**config.mk**
```make
export PLATFORM = sky130hd
export DESIGN_NAME = button_click_classifier_flat
export DESIGN_NICKNAME = d
export VERILOG_FILES = /design/src/rtl/bcc_pkg.sv /design/src/rtl/bcc_if.sv /design/src/rtl/bcc_cfg_regs.sv /design/src/rtl/bcc_fsm.sv /design/src/rtl/button_click_classifier.sv /design/src/flat_wrapper.sv
export SDC_FILE = /design/constraint.sdc
export NUM_CORES = 1
export LEC_CHECK = 0
export BUFFER_PORTS_ARGS = -buffer_cell sky130_fd_sc_hd__buf_2
export CAP_MARGIN = 20
export CORE_MARGIN = 2
export CORE_UTILIZATION = 40
export DETAILED_ROUTE_END_ITERATION = 8
export GPL_TIMING_DRIVEN = 1
export PLACE_DENSITY = 0.62
export SLEW_MARGIN = 10
export SYNTH_ARGS = -nofsm -noshare
export SYNTH_HDL_FRONTEND = slang
export SYNTH_SLANG_ARGS = --single-unit
export TNS_END_PERCENT = 1
```
**constraint.sdc**
```tcl
create_clock -name clk -period 3.5 [get_ports clk]
set_input_delay 0.175 -clock clk [delete_from_list [all_inputs] [get_ports clk]]
set_output_delay 0.175 -clock clk [all_outputs]
set_load 0.01 [all_outputs]
```
**src/rtl/bcc_pkg.sv**
```systemverilog
// package with shared types and constants for the button click classifier
package bcc_pkg;

  // tick counter width and the width used for compares against registers
  localparam int COUNT_WIDTH = 16;
  localparam int DEB_W       = 10;
  localparam int LONG_W      = 16;
  localparam int GAP_W       = 14;
  localparam int CMP_W       = (COUNT_WIDTH > LONG_W) ? COUNT_WIDTH : LONG_W;

  // configuration port
  localparam int CFG_IDX_W  = 2;
  localparam int CFG_DATA_W = 16;

  localparam logic [CFG_IDX_W-1:0] CFG_DEBOUNCE = 2'd0;
  localparam logic [CFG_IDX_W-1:0] CFG_LONG     = 2'd1;
  localparam logic [CFG_IDX_W-1:0] CFG_GAP      = 2'd2;

  localparam logic [DEB_W-1:0]  DEBOUNCE_RST = 10'd20;
  localparam logic [LONG_W-1:0] LONG_RST     = 16'd2000;
  localparam logic [GAP_W-1:0]  GAP_RST      = 14'd300;

  typedef enum logic [1:0] {
    PH_IDLE  = 2'd0,
    PH_HELD1 = 2'd1,
    PH_WAIT  = 2'd2,
    PH_HELD2 = 2'd3
  } phase_t;

  typedef enum logic [1:0] {
    EV_NONE   = 2'd0,
    EV_SINGLE = 2'd1,
    EV_DOUBLE = 2'd2
  } event_t;

  typedef struct packed {
    logic [DEB_W-1:0]  debounce_ticks;
    logic [LONG_W-1:0] long_ticks;
    logic [GAP_W-1:0]  gap_ticks;
  } cfg_t;

  typedef struct packed {
    phase_t                 phase;
    logic [COUNT_WIDTH-1:0] elapsed;
  } fsm_stat_t;

endpackage

```
**src/rtl/bcc_if.sv**
```systemverilog
// valid/ready channel interfaces for input ticks and click results
interface bcc_in_if;
  logic valid;
  logic ready;
  logic pressed;

  modport source (output valid, output pressed, input ready);
  modport sink   (input valid, input pressed, output ready);
endinterface

interface bcc_out_if;
  logic       valid;
  logic       ready;
  logic [1:0] click_event;

  modport source (output valid, output click_event, input ready);
  modport sink   (input valid, input click_event, output ready);
endinterface

```
**src/rtl/bcc_cfg_regs.sv**
```systemverilog
// configuration register file for the button click classifier
module bcc_cfg_regs import bcc_pkg::*; (
  input  logic                  clk,
  input  logic                  rst_n,
  input  logic                  cfg_we,
  input  logic [CFG_IDX_W-1:0]  cfg_index,
  input  logic [CFG_DATA_W-1:0] cfg_wdata,
  output cfg_t                  cfg
);

  cfg_t cfg_r;
  cfg_t cfg_nxt;

  always_comb begin
    cfg_nxt = cfg_r;
    if (cfg_we) begin
      unique case (cfg_index)
        CFG_DEBOUNCE: cfg_nxt.debounce_ticks = cfg_wdata[DEB_W-1:0];
        CFG_LONG:     cfg_nxt.long_ticks     = cfg_wdata[LONG_W-1:0];
        CFG_GAP:      cfg_nxt.gap_ticks      = cfg_wdata[GAP_W-1:0];
        default:      cfg_nxt                = cfg_r;  // unused index
      endcase
    end
  end

  always_ff @(posedge clk) begin
    if (!rst_n) begin
      cfg_r.debounce_ticks <= DEBOUNCE_RST;
      cfg_r.long_ticks     <= LONG_RST;
      cfg_r.gap_ticks      <= GAP_RST;
    end else begin
      cfg_r <= cfg_nxt;
    end
  end

  assign cfg = cfg_r;

endmodule

```
**src/rtl/bcc_fsm.sv**
```systemverilog
// click phase state machine with saturating tick counter
module bcc_fsm import bcc_pkg::*; (
  input  logic      clk,
  input  logic      rst_n,
  input  logic      step,
  input  logic      pressed,
  input  cfg_t      cfg,
  output event_t    ev,
  output fsm_stat_t stat
);

  phase_t                 phase_r, phase_nxt;
  logic [COUNT_WIDTH-1:0] cnt_r, cnt_nxt, cnt_inc;
  logic                   clr;
  logic                   lt_deb, lt_long, ge_gap;

  // counter advances at the start of every tick, saturating at all ones
  assign cnt_inc = (&cnt_r) ? cnt_r : COUNT_WIDTH'(cnt_r + 1'b1);

  assign lt_deb  = CMP_W'(cnt_inc) <  CMP_W'(cfg.debounce_ticks);
  assign lt_long = CMP_W'(cnt_inc) <  CMP_W'(cfg.long_ticks);
  assign ge_gap  = CMP_W'(cnt_inc) >= CMP_W'(cfg.gap_ticks);

  // next phase
  always_comb begin
    phase_nxt = phase_r;
    unique case (phase_r)
      PH_IDLE: begin
        if (pressed) phase_nxt = PH_HELD1;
      end
      PH_HELD1: begin
        if (!pressed) begin
          if (lt_deb)       phase_nxt = PH_IDLE;
          else if (lt_long) phase_nxt = PH_WAIT;
          else              phase_nxt = PH_IDLE;
        end
      end
      PH_WAIT: begin
        if (pressed)     phase_nxt = PH_HELD2;
        else if (ge_gap) phase_nxt = PH_IDLE;
      end
      PH_HELD2: begin
        if (!pressed) phase_nxt = PH_IDLE;
      end
      default: phase_nxt = PH_IDLE;
    endcase
  end

  // event and counter marker
  always_comb begin
    ev  = EV_NONE;
    clr = 1'b0;
    unique case (phase_r)
      PH_IDLE: begin
        clr = pressed;
      end
      PH_HELD1: begin
        if (!pressed && !lt_deb) begin
          if (lt_long)     clr = 1'b1;
          else if (ge_gap) ev  = EV_SINGLE;
        end
      end
      PH_WAIT: begin
        if (pressed)     clr = 1'b1;
        else if (ge_gap) ev  = EV_SINGLE;
      end
      PH_HELD2: begin
        if (!pressed && lt_long) ev = EV_DOUBLE;
      end
      default: begin
        ev  = EV_NONE;
        clr = 1'b0;
      end
    endcase
  end

  assign cnt_nxt = clr ? '0 : cnt_inc;

  always_ff @(posedge clk) begin
    if (!rst_n) begin
      phase_r <= PH_IDLE;
      cnt_r   <= '0;
    end else if (step) begin
      phase_r <= phase_nxt;
      cnt_r   <= cnt_nxt;
    end
  end

  assign stat.phase   = phase_r;
  assign stat.elapsed = cnt_r;

endmodule

```
**src/rtl/button_click_classifier.sv**
```systemverilog
// top level of the button click classifier
// Each input item is one millisecond tick carrying the button level; every item
// yields exactly one result item with click_event 0 (none), 1 (single click) or
// 2 (double click). Throughput is one item per clock while results are taken:
// the tick is captured in an input register, then the phase machine and tick
// counter update as the event is written to the output register, which offers
// the result. The output register lets a new item enter while a finished result
// waits; the whole pipe only stalls when the output is full and not taken.
// Registers (debounce_ticks, long_ticks, gap_ticks) are written through
// cfg_we/cfg_index/cfg_wdata and should only change while no item is in flight;
// an index beyond the third register is ignored.
module button_click_classifier import bcc_pkg::*; (
  input  logic                  clk,
  input  logic                  rst_n,
  bcc_in_if.sink                in_ch,
  bcc_out_if.source             out_ch,
  input  logic                  cfg_we,
  input  logic [CFG_IDX_W-1:0]  cfg_index,
  input  logic [CFG_DATA_W-1:0] cfg_wdata
);

  cfg_t      cfg;
  event_t    ev;
  fsm_stat_t stat;

  // input stage
  logic   s1_valid_r, s1_valid_nxt;
  logic   s1_pressed_r;
  // result stage
  logic   out_valid_r, out_valid_nxt;
  event_t out_event_r;

  logic en;       // result register free this cycle
  logic in_take;  // item accepted
  logic step;     // item moves through the state machine

  assign en      = !out_valid_r || out_ch.ready;
  assign step    = s1_valid_r && en;
  assign in_take = in_ch.valid && in_ch.ready;

  assign in_ch.ready = !s1_valid_r || en;

  assign s1_valid_nxt  = in_take ? 1'b1 : (step ? 1'b0 : s1_valid_r);
  assign out_valid_nxt = en ? s1_valid_r : out_valid_r;

  bcc_cfg_regs u_cfg (
    .clk       (clk),
    .rst_n     (rst_n),
    .cfg_we    (cfg_we),
    .cfg_index (cfg_index),
    .cfg_wdata (cfg_wdata),
    .cfg       (cfg)
  );

  bcc_fsm u_fsm (
    .clk     (clk),
    .rst_n   (rst_n),
    .step    (step),
    .pressed (s1_pressed_r),
    .cfg     (cfg),
    .ev      (ev),
    .stat    (stat)
  );

  // control registers
  always_ff @(posedge clk) begin
    if (!rst_n) begin
      s1_valid_r  <= 1'b0;
      out_valid_r <= 1'b0;
    end else begin
      s1_valid_r  <= s1_valid_nxt;
      out_valid_r <= out_valid_nxt;
    end
  end

  // payload registers
  always_ff @(posedge clk) begin
    if (in_take) begin
      s1_pressed_r <= in_ch.pressed;
    end
    if (step) begin
      out_event_r <= ev;
    end
  end

  assign out_ch.valid       = out_valid_r;
  assign out_ch.click_event = out_event_r;

  // a press seen while idle sets the marker and enters the first press phase
  a_press_starts: assert property (@(posedge clk) disable iff (!rst_n)
    (step && stat.phase == PH_IDLE && s1_pressed_r)
      |=> (stat.phase == PH_HELD1 && stat.elapsed == '0))
    else $error("press from idle did not start first press");

  // a double click only comes from release of the second press
  a_double_src: assert property (@(posedge clk) disable iff (!rst_n)
    (step && ev == EV_DOUBLE) |-> (stat.phase == PH_HELD2 && !s1_pressed_r))
    else $error("double click outside second press release");

  // the input side only stalls when both stages hold items
  a_stall_full: assert property (@(posedge clk) disable iff (!rst_n)
    !in_ch.ready |-> (s1_valid_r && out_valid_r && !out_ch.ready))
    else $error("input stalled with room in the pipe");

  // state holds while no item steps through
  a_state_hold: assert property (@(posedge clk) disable iff (!rst_n)
    !step |=> $stable(stat))
    else $error("state changed without an item");

endmodule

```
**src/flat_wrapper.sv**
```systemverilog
// flat-port wrapper written by rule: the top's interface ports become plain ports
module button_click_classifier_flat import bcc_pkg::*;
  (clk, rst_n, cfg_we, cfg_index, cfg_wdata, in_ch_valid, in_ch_pressed, in_ch_ready, out_ch_valid, out_ch_click_event, out_ch_ready);
  bcc_in_if in_ch_i ();
  bcc_out_if out_ch_i ();
  input  logic clk;
  input  logic rst_n;
  input  logic cfg_we;
  input  logic [CFG_IDX_W-1:0] cfg_index;
  input  logic [CFG_DATA_W-1:0] cfg_wdata;
  input wire logic [$bits(in_ch_i.valid)-1:0] in_ch_valid;
  input wire logic [$bits(in_ch_i.pressed)-1:0] in_ch_pressed;
  output wire logic [$bits(in_ch_i.ready)-1:0] in_ch_ready;
  output wire logic [$bits(out_ch_i.valid)-1:0] out_ch_valid;
  output wire logic [$bits(out_ch_i.click_event)-1:0] out_ch_click_event;
  input wire logic [$bits(out_ch_i.ready)-1:0] out_ch_ready;
  assign in_ch_i.valid = in_ch_valid;
  assign in_ch_i.pressed = in_ch_pressed;
  assign in_ch_ready = in_ch_i.ready;
  assign out_ch_valid = out_ch_i.valid;
  assign out_ch_click_event = out_ch_i.click_event;
  assign out_ch_i.ready = out_ch_ready;
  button_click_classifier u_core (.clk(clk), .rst_n(rst_n), .in_ch(in_ch_i), .out_ch(out_ch_i), .cfg_we(cfg_we), .cfg_index(cfg_index), .cfg_wdata(cfg_wdata));
endmodule
```
==> flow_summary.toml <==
[run_status]
run_status = "finished, violations left"
violations = "setup timing"

[floorplanning]
die_h_um = 102
die-area_um2 = 10500
initial_utilization_pct = 41.6
core.rowCount = 35
die_w_um = 102
core_um2 = 9280
pin_count = 28

[cells_and_area]
drive_gt1_share_pct = 26.1
final_util_pct = 53.1
final_common_cell = "nand2_1"
area_growth_pct = 27.7
finalNetCount = 601
n_antenna_cell = 0
fillers = 894
final_cell_mix = "74 x nand2_1, 58 x dfxtp_1, 49 x inv_1, 48 x buf_4, 34 x ha_1"

[placement]
pre_cts_slack_ns = -0.216
hpwl_um = 7590
place_congestion = 0.877
portBuffers = 27

[timing]
hold_slack_ns = 0.0696
setup_viol = 18
tightestPinTransition_ns = 0.936
finClkSkew_ns = 0.00937
slew_headroom_pct = 37.6
fin_crit_sh_pct = 102
final.setup.tns_ns = -0.763
fmax_ghz = 0.279
rsz0062_at_grt = "true"
finalHoldViolations = 0
fin_crit_ns = 3.59
setup_slack_ns = -0.0859
maxSlewViolCount = 0

[pwr]
combinationalPowerShare_pct = 10.6
p_per_area_nw_per_um2 = 311
p_leak_nw = 2.08
p_sw_mw = 0.423
p_int_mw = 1.11
vdd_drop_max_mv = 0.179
switching_share_pct = 27.5
seq_power_share_pct = 49.7
finalPower_mw = 1.53
clkPwrFrac_pct = 39.8

[cts]
cts_tree = "done"
cts_inserted_buffers = 9
cts_root_buffer = "clkbuf_8"
clk_latency_ns = 0.35
numClockSinks = 63
cts.reportedPaths.clkPinSlew_ns = 0.08
clk_path_buf_depth = 2
cts_max_level = 3

[hold_path]
worstHoldPathType = "input port to flop"

[setup_path]
cp.arrival_ns = 3.81
cp-start-kind = "flop"
crit_required_ns = 3.73
critPathKind = "flop to flop"
critPathMaxFanout = 8
end_kind = "flop"

[synthesis]
ys_types = 56
ys.flop_type = "dfxtp_1"
avgSynthCellArea_um2 = 8.21
synth_edf_count = 3
syn_area_um2 = 3860
ys_seq_elements = 63
synthCells = 470
synth.area.top_cells = "dfxtp_1 31%, ha_1 12%, nand2_1 7.3%"
synthArstFlopShare_pct = 0
syn-num-nets = 531
synth_top_area_share_pct = 31.1
yosysWarnings = 0
synth_top_cell_by_area = "dfxtp_1"
seq_area_frac_synth_pct = 33.5

[run]
drv_cap = 0

[detailed_routing]
highest_layer = "met4"
drt-met1-wl_um = 4590
wl_met2_um = 4830
dr_wl_met3_um = 533
drtPass1Iterations = 5
drc = 0
dr.first_iter.drc_count = 182
vias = 3618
routed_wl_um = 10200
ant_nets = 0
wl_per_cell_um = 15.1
vias_per_cell = 5.37

[global_route]
grt_use_total_pct = 21.0
grt_pass1_vias = 3491
grt_pass1_wl_um = 17000
antenna_found_initial = 0
grt_start_max_net_pins = 62
overflow = 0
==> logic make-up (layout without fill, tap and decap cells) <==
kind of cell	count (synthesis)	count (layout)	synth area share [%]
muxes	1	1	0.292
and+or+nand+nor	174	174	22.9
buffers and inverters	70	145	7.03
xor gates and xnor gates	15	15	3.40
adders and majority gates	37	37	12.0
DFF	63	63	33.5
AOI/OAI and AO/OA	110	110	20.9
==> Yosys cell counts, drive strengths merged (4+ instances only) <==
cell,n
xnor2,12
dfxtp,60
a21oi,20
o21a,6
nor2,20
nor2b,25
nor3,7
nand3,8
nor4,4
a211oi,7
clkbuf,19
o211ai,13
a21boi,22
o21ai,9
a32oi,12
nand4,10
inv,49
nand2,75
and2,4
nand2b,5
ha,37
==> per-stage QoR <==
step | cells | cell area (um2)
after floorplan | 470 | 3910
after global placement | 650 | 4460
after detailed placement | 650 | 4460
after CTS | 670 | 4830
after global routing | 674 | 4930
final | 674 | 4930
==> power groups by stage <==
| stage | Clock, mW | Combinational [mW] | Sequential [mW] |
|---|---|---|---|
| 2_1_floorplan | 0 | 0.0984 | 0.773 |
| 3_3_place_gp | 0 | 0.148 | 0.776 |
| 3_5_place_dp | 0 | 0.151 | 0.777 |
| 4_1_cts | 0.624 | 0.158 | 0.761 |
| 5_1_grt | 0.656 | 0.183 | 0.764 |
| 6_report | 0.610 | 0.162 | 0.762 |
==> repair_timing <==
item                                    CTS  global route
pin swaps                                27            20
hold endpoints to repair                  1             0
endpoints found under the setup margin   19            19
hold buffers                              1             0
setup buffers                             3             3
resized for setup                        27            12
==> worst paths after layout <==
path / start / end / slack [ns] / cells after the start
worst min register to register: u_core.u_cfg.cfg[29] / u_core.u_cfg.cfg[29] / 0.47 / 2
worst min-delay path: cfg_wdata[10] / u_core.u_cfg.cfg[24] / 0.07 / 3
worst max register to register: u_core.u_fsm.cnt_r[0] / u_core.u_fsm.cnt_r[13] / -0.09 / 17
worst max-delay path: u_core.u_fsm.cnt_r[0] / u_core.u_fsm.cnt_r[13] / -0.09 / 17
==> metal layers <==
| metal | vias to the layer above | global-route usage [%] |
|---|---|---|
| li1 | 1782 | - |
| met4 | 0 | 7.38 |
| met1 | 1710 | 27.2 |
| met2 | 104 | 35.0 |
| met5 | - | 0 |
| met3 | 22 | 4.24 |
==> sequential cells by signal (all words and copies together) (netlist names) <==
name and count:
u_core.u_fsm.cnt_r 16, u_core.u_fsm.phase_r 2, u_core.out_ch.valid 1, u_core.s1_pressed_r 1, u_core.s1_valid_r 1, u_core.u_cfg.cfg 40
u_core.out_ch.click_event 2
==> layout make-up <==
cell class | count | area, um2 | area share [%]
Clock inverter | 6 | 42.5 | 0.863
Multi-Input combinational cell | 337 | 2540 | 51.6
Sequential cell | 63 | 1300 | 26.3
Timing Repair Buffer | 80 | 551 | 11.2
Tap cell | 129 | 161 | 3.27
Clock buffer | 10 | 149 | 3.02
Inverter | 49 | 184 | 3.73
==> critical path, stage by stage, from the launching register on <==
cell      delay, ns
dfxtp_4        0.37
ha_4           0.15
nand4_4        0.07
or4_4          0.57
nand2_4        0.08
nor2_2         0.04
buf_4          0.14
xor2_2         0.17
ha_1           0.29
nand4_1        0.11
or2_4          0.26
a31oi_4        0.14
nor4_2         0.08
a311oi_2       0.39
o211ai_4       0.17
buf_6          0.17
a32oi_1        0.21
nor2b_1        0.07
No activity file was read; power rests on OpenSTA's default activity.
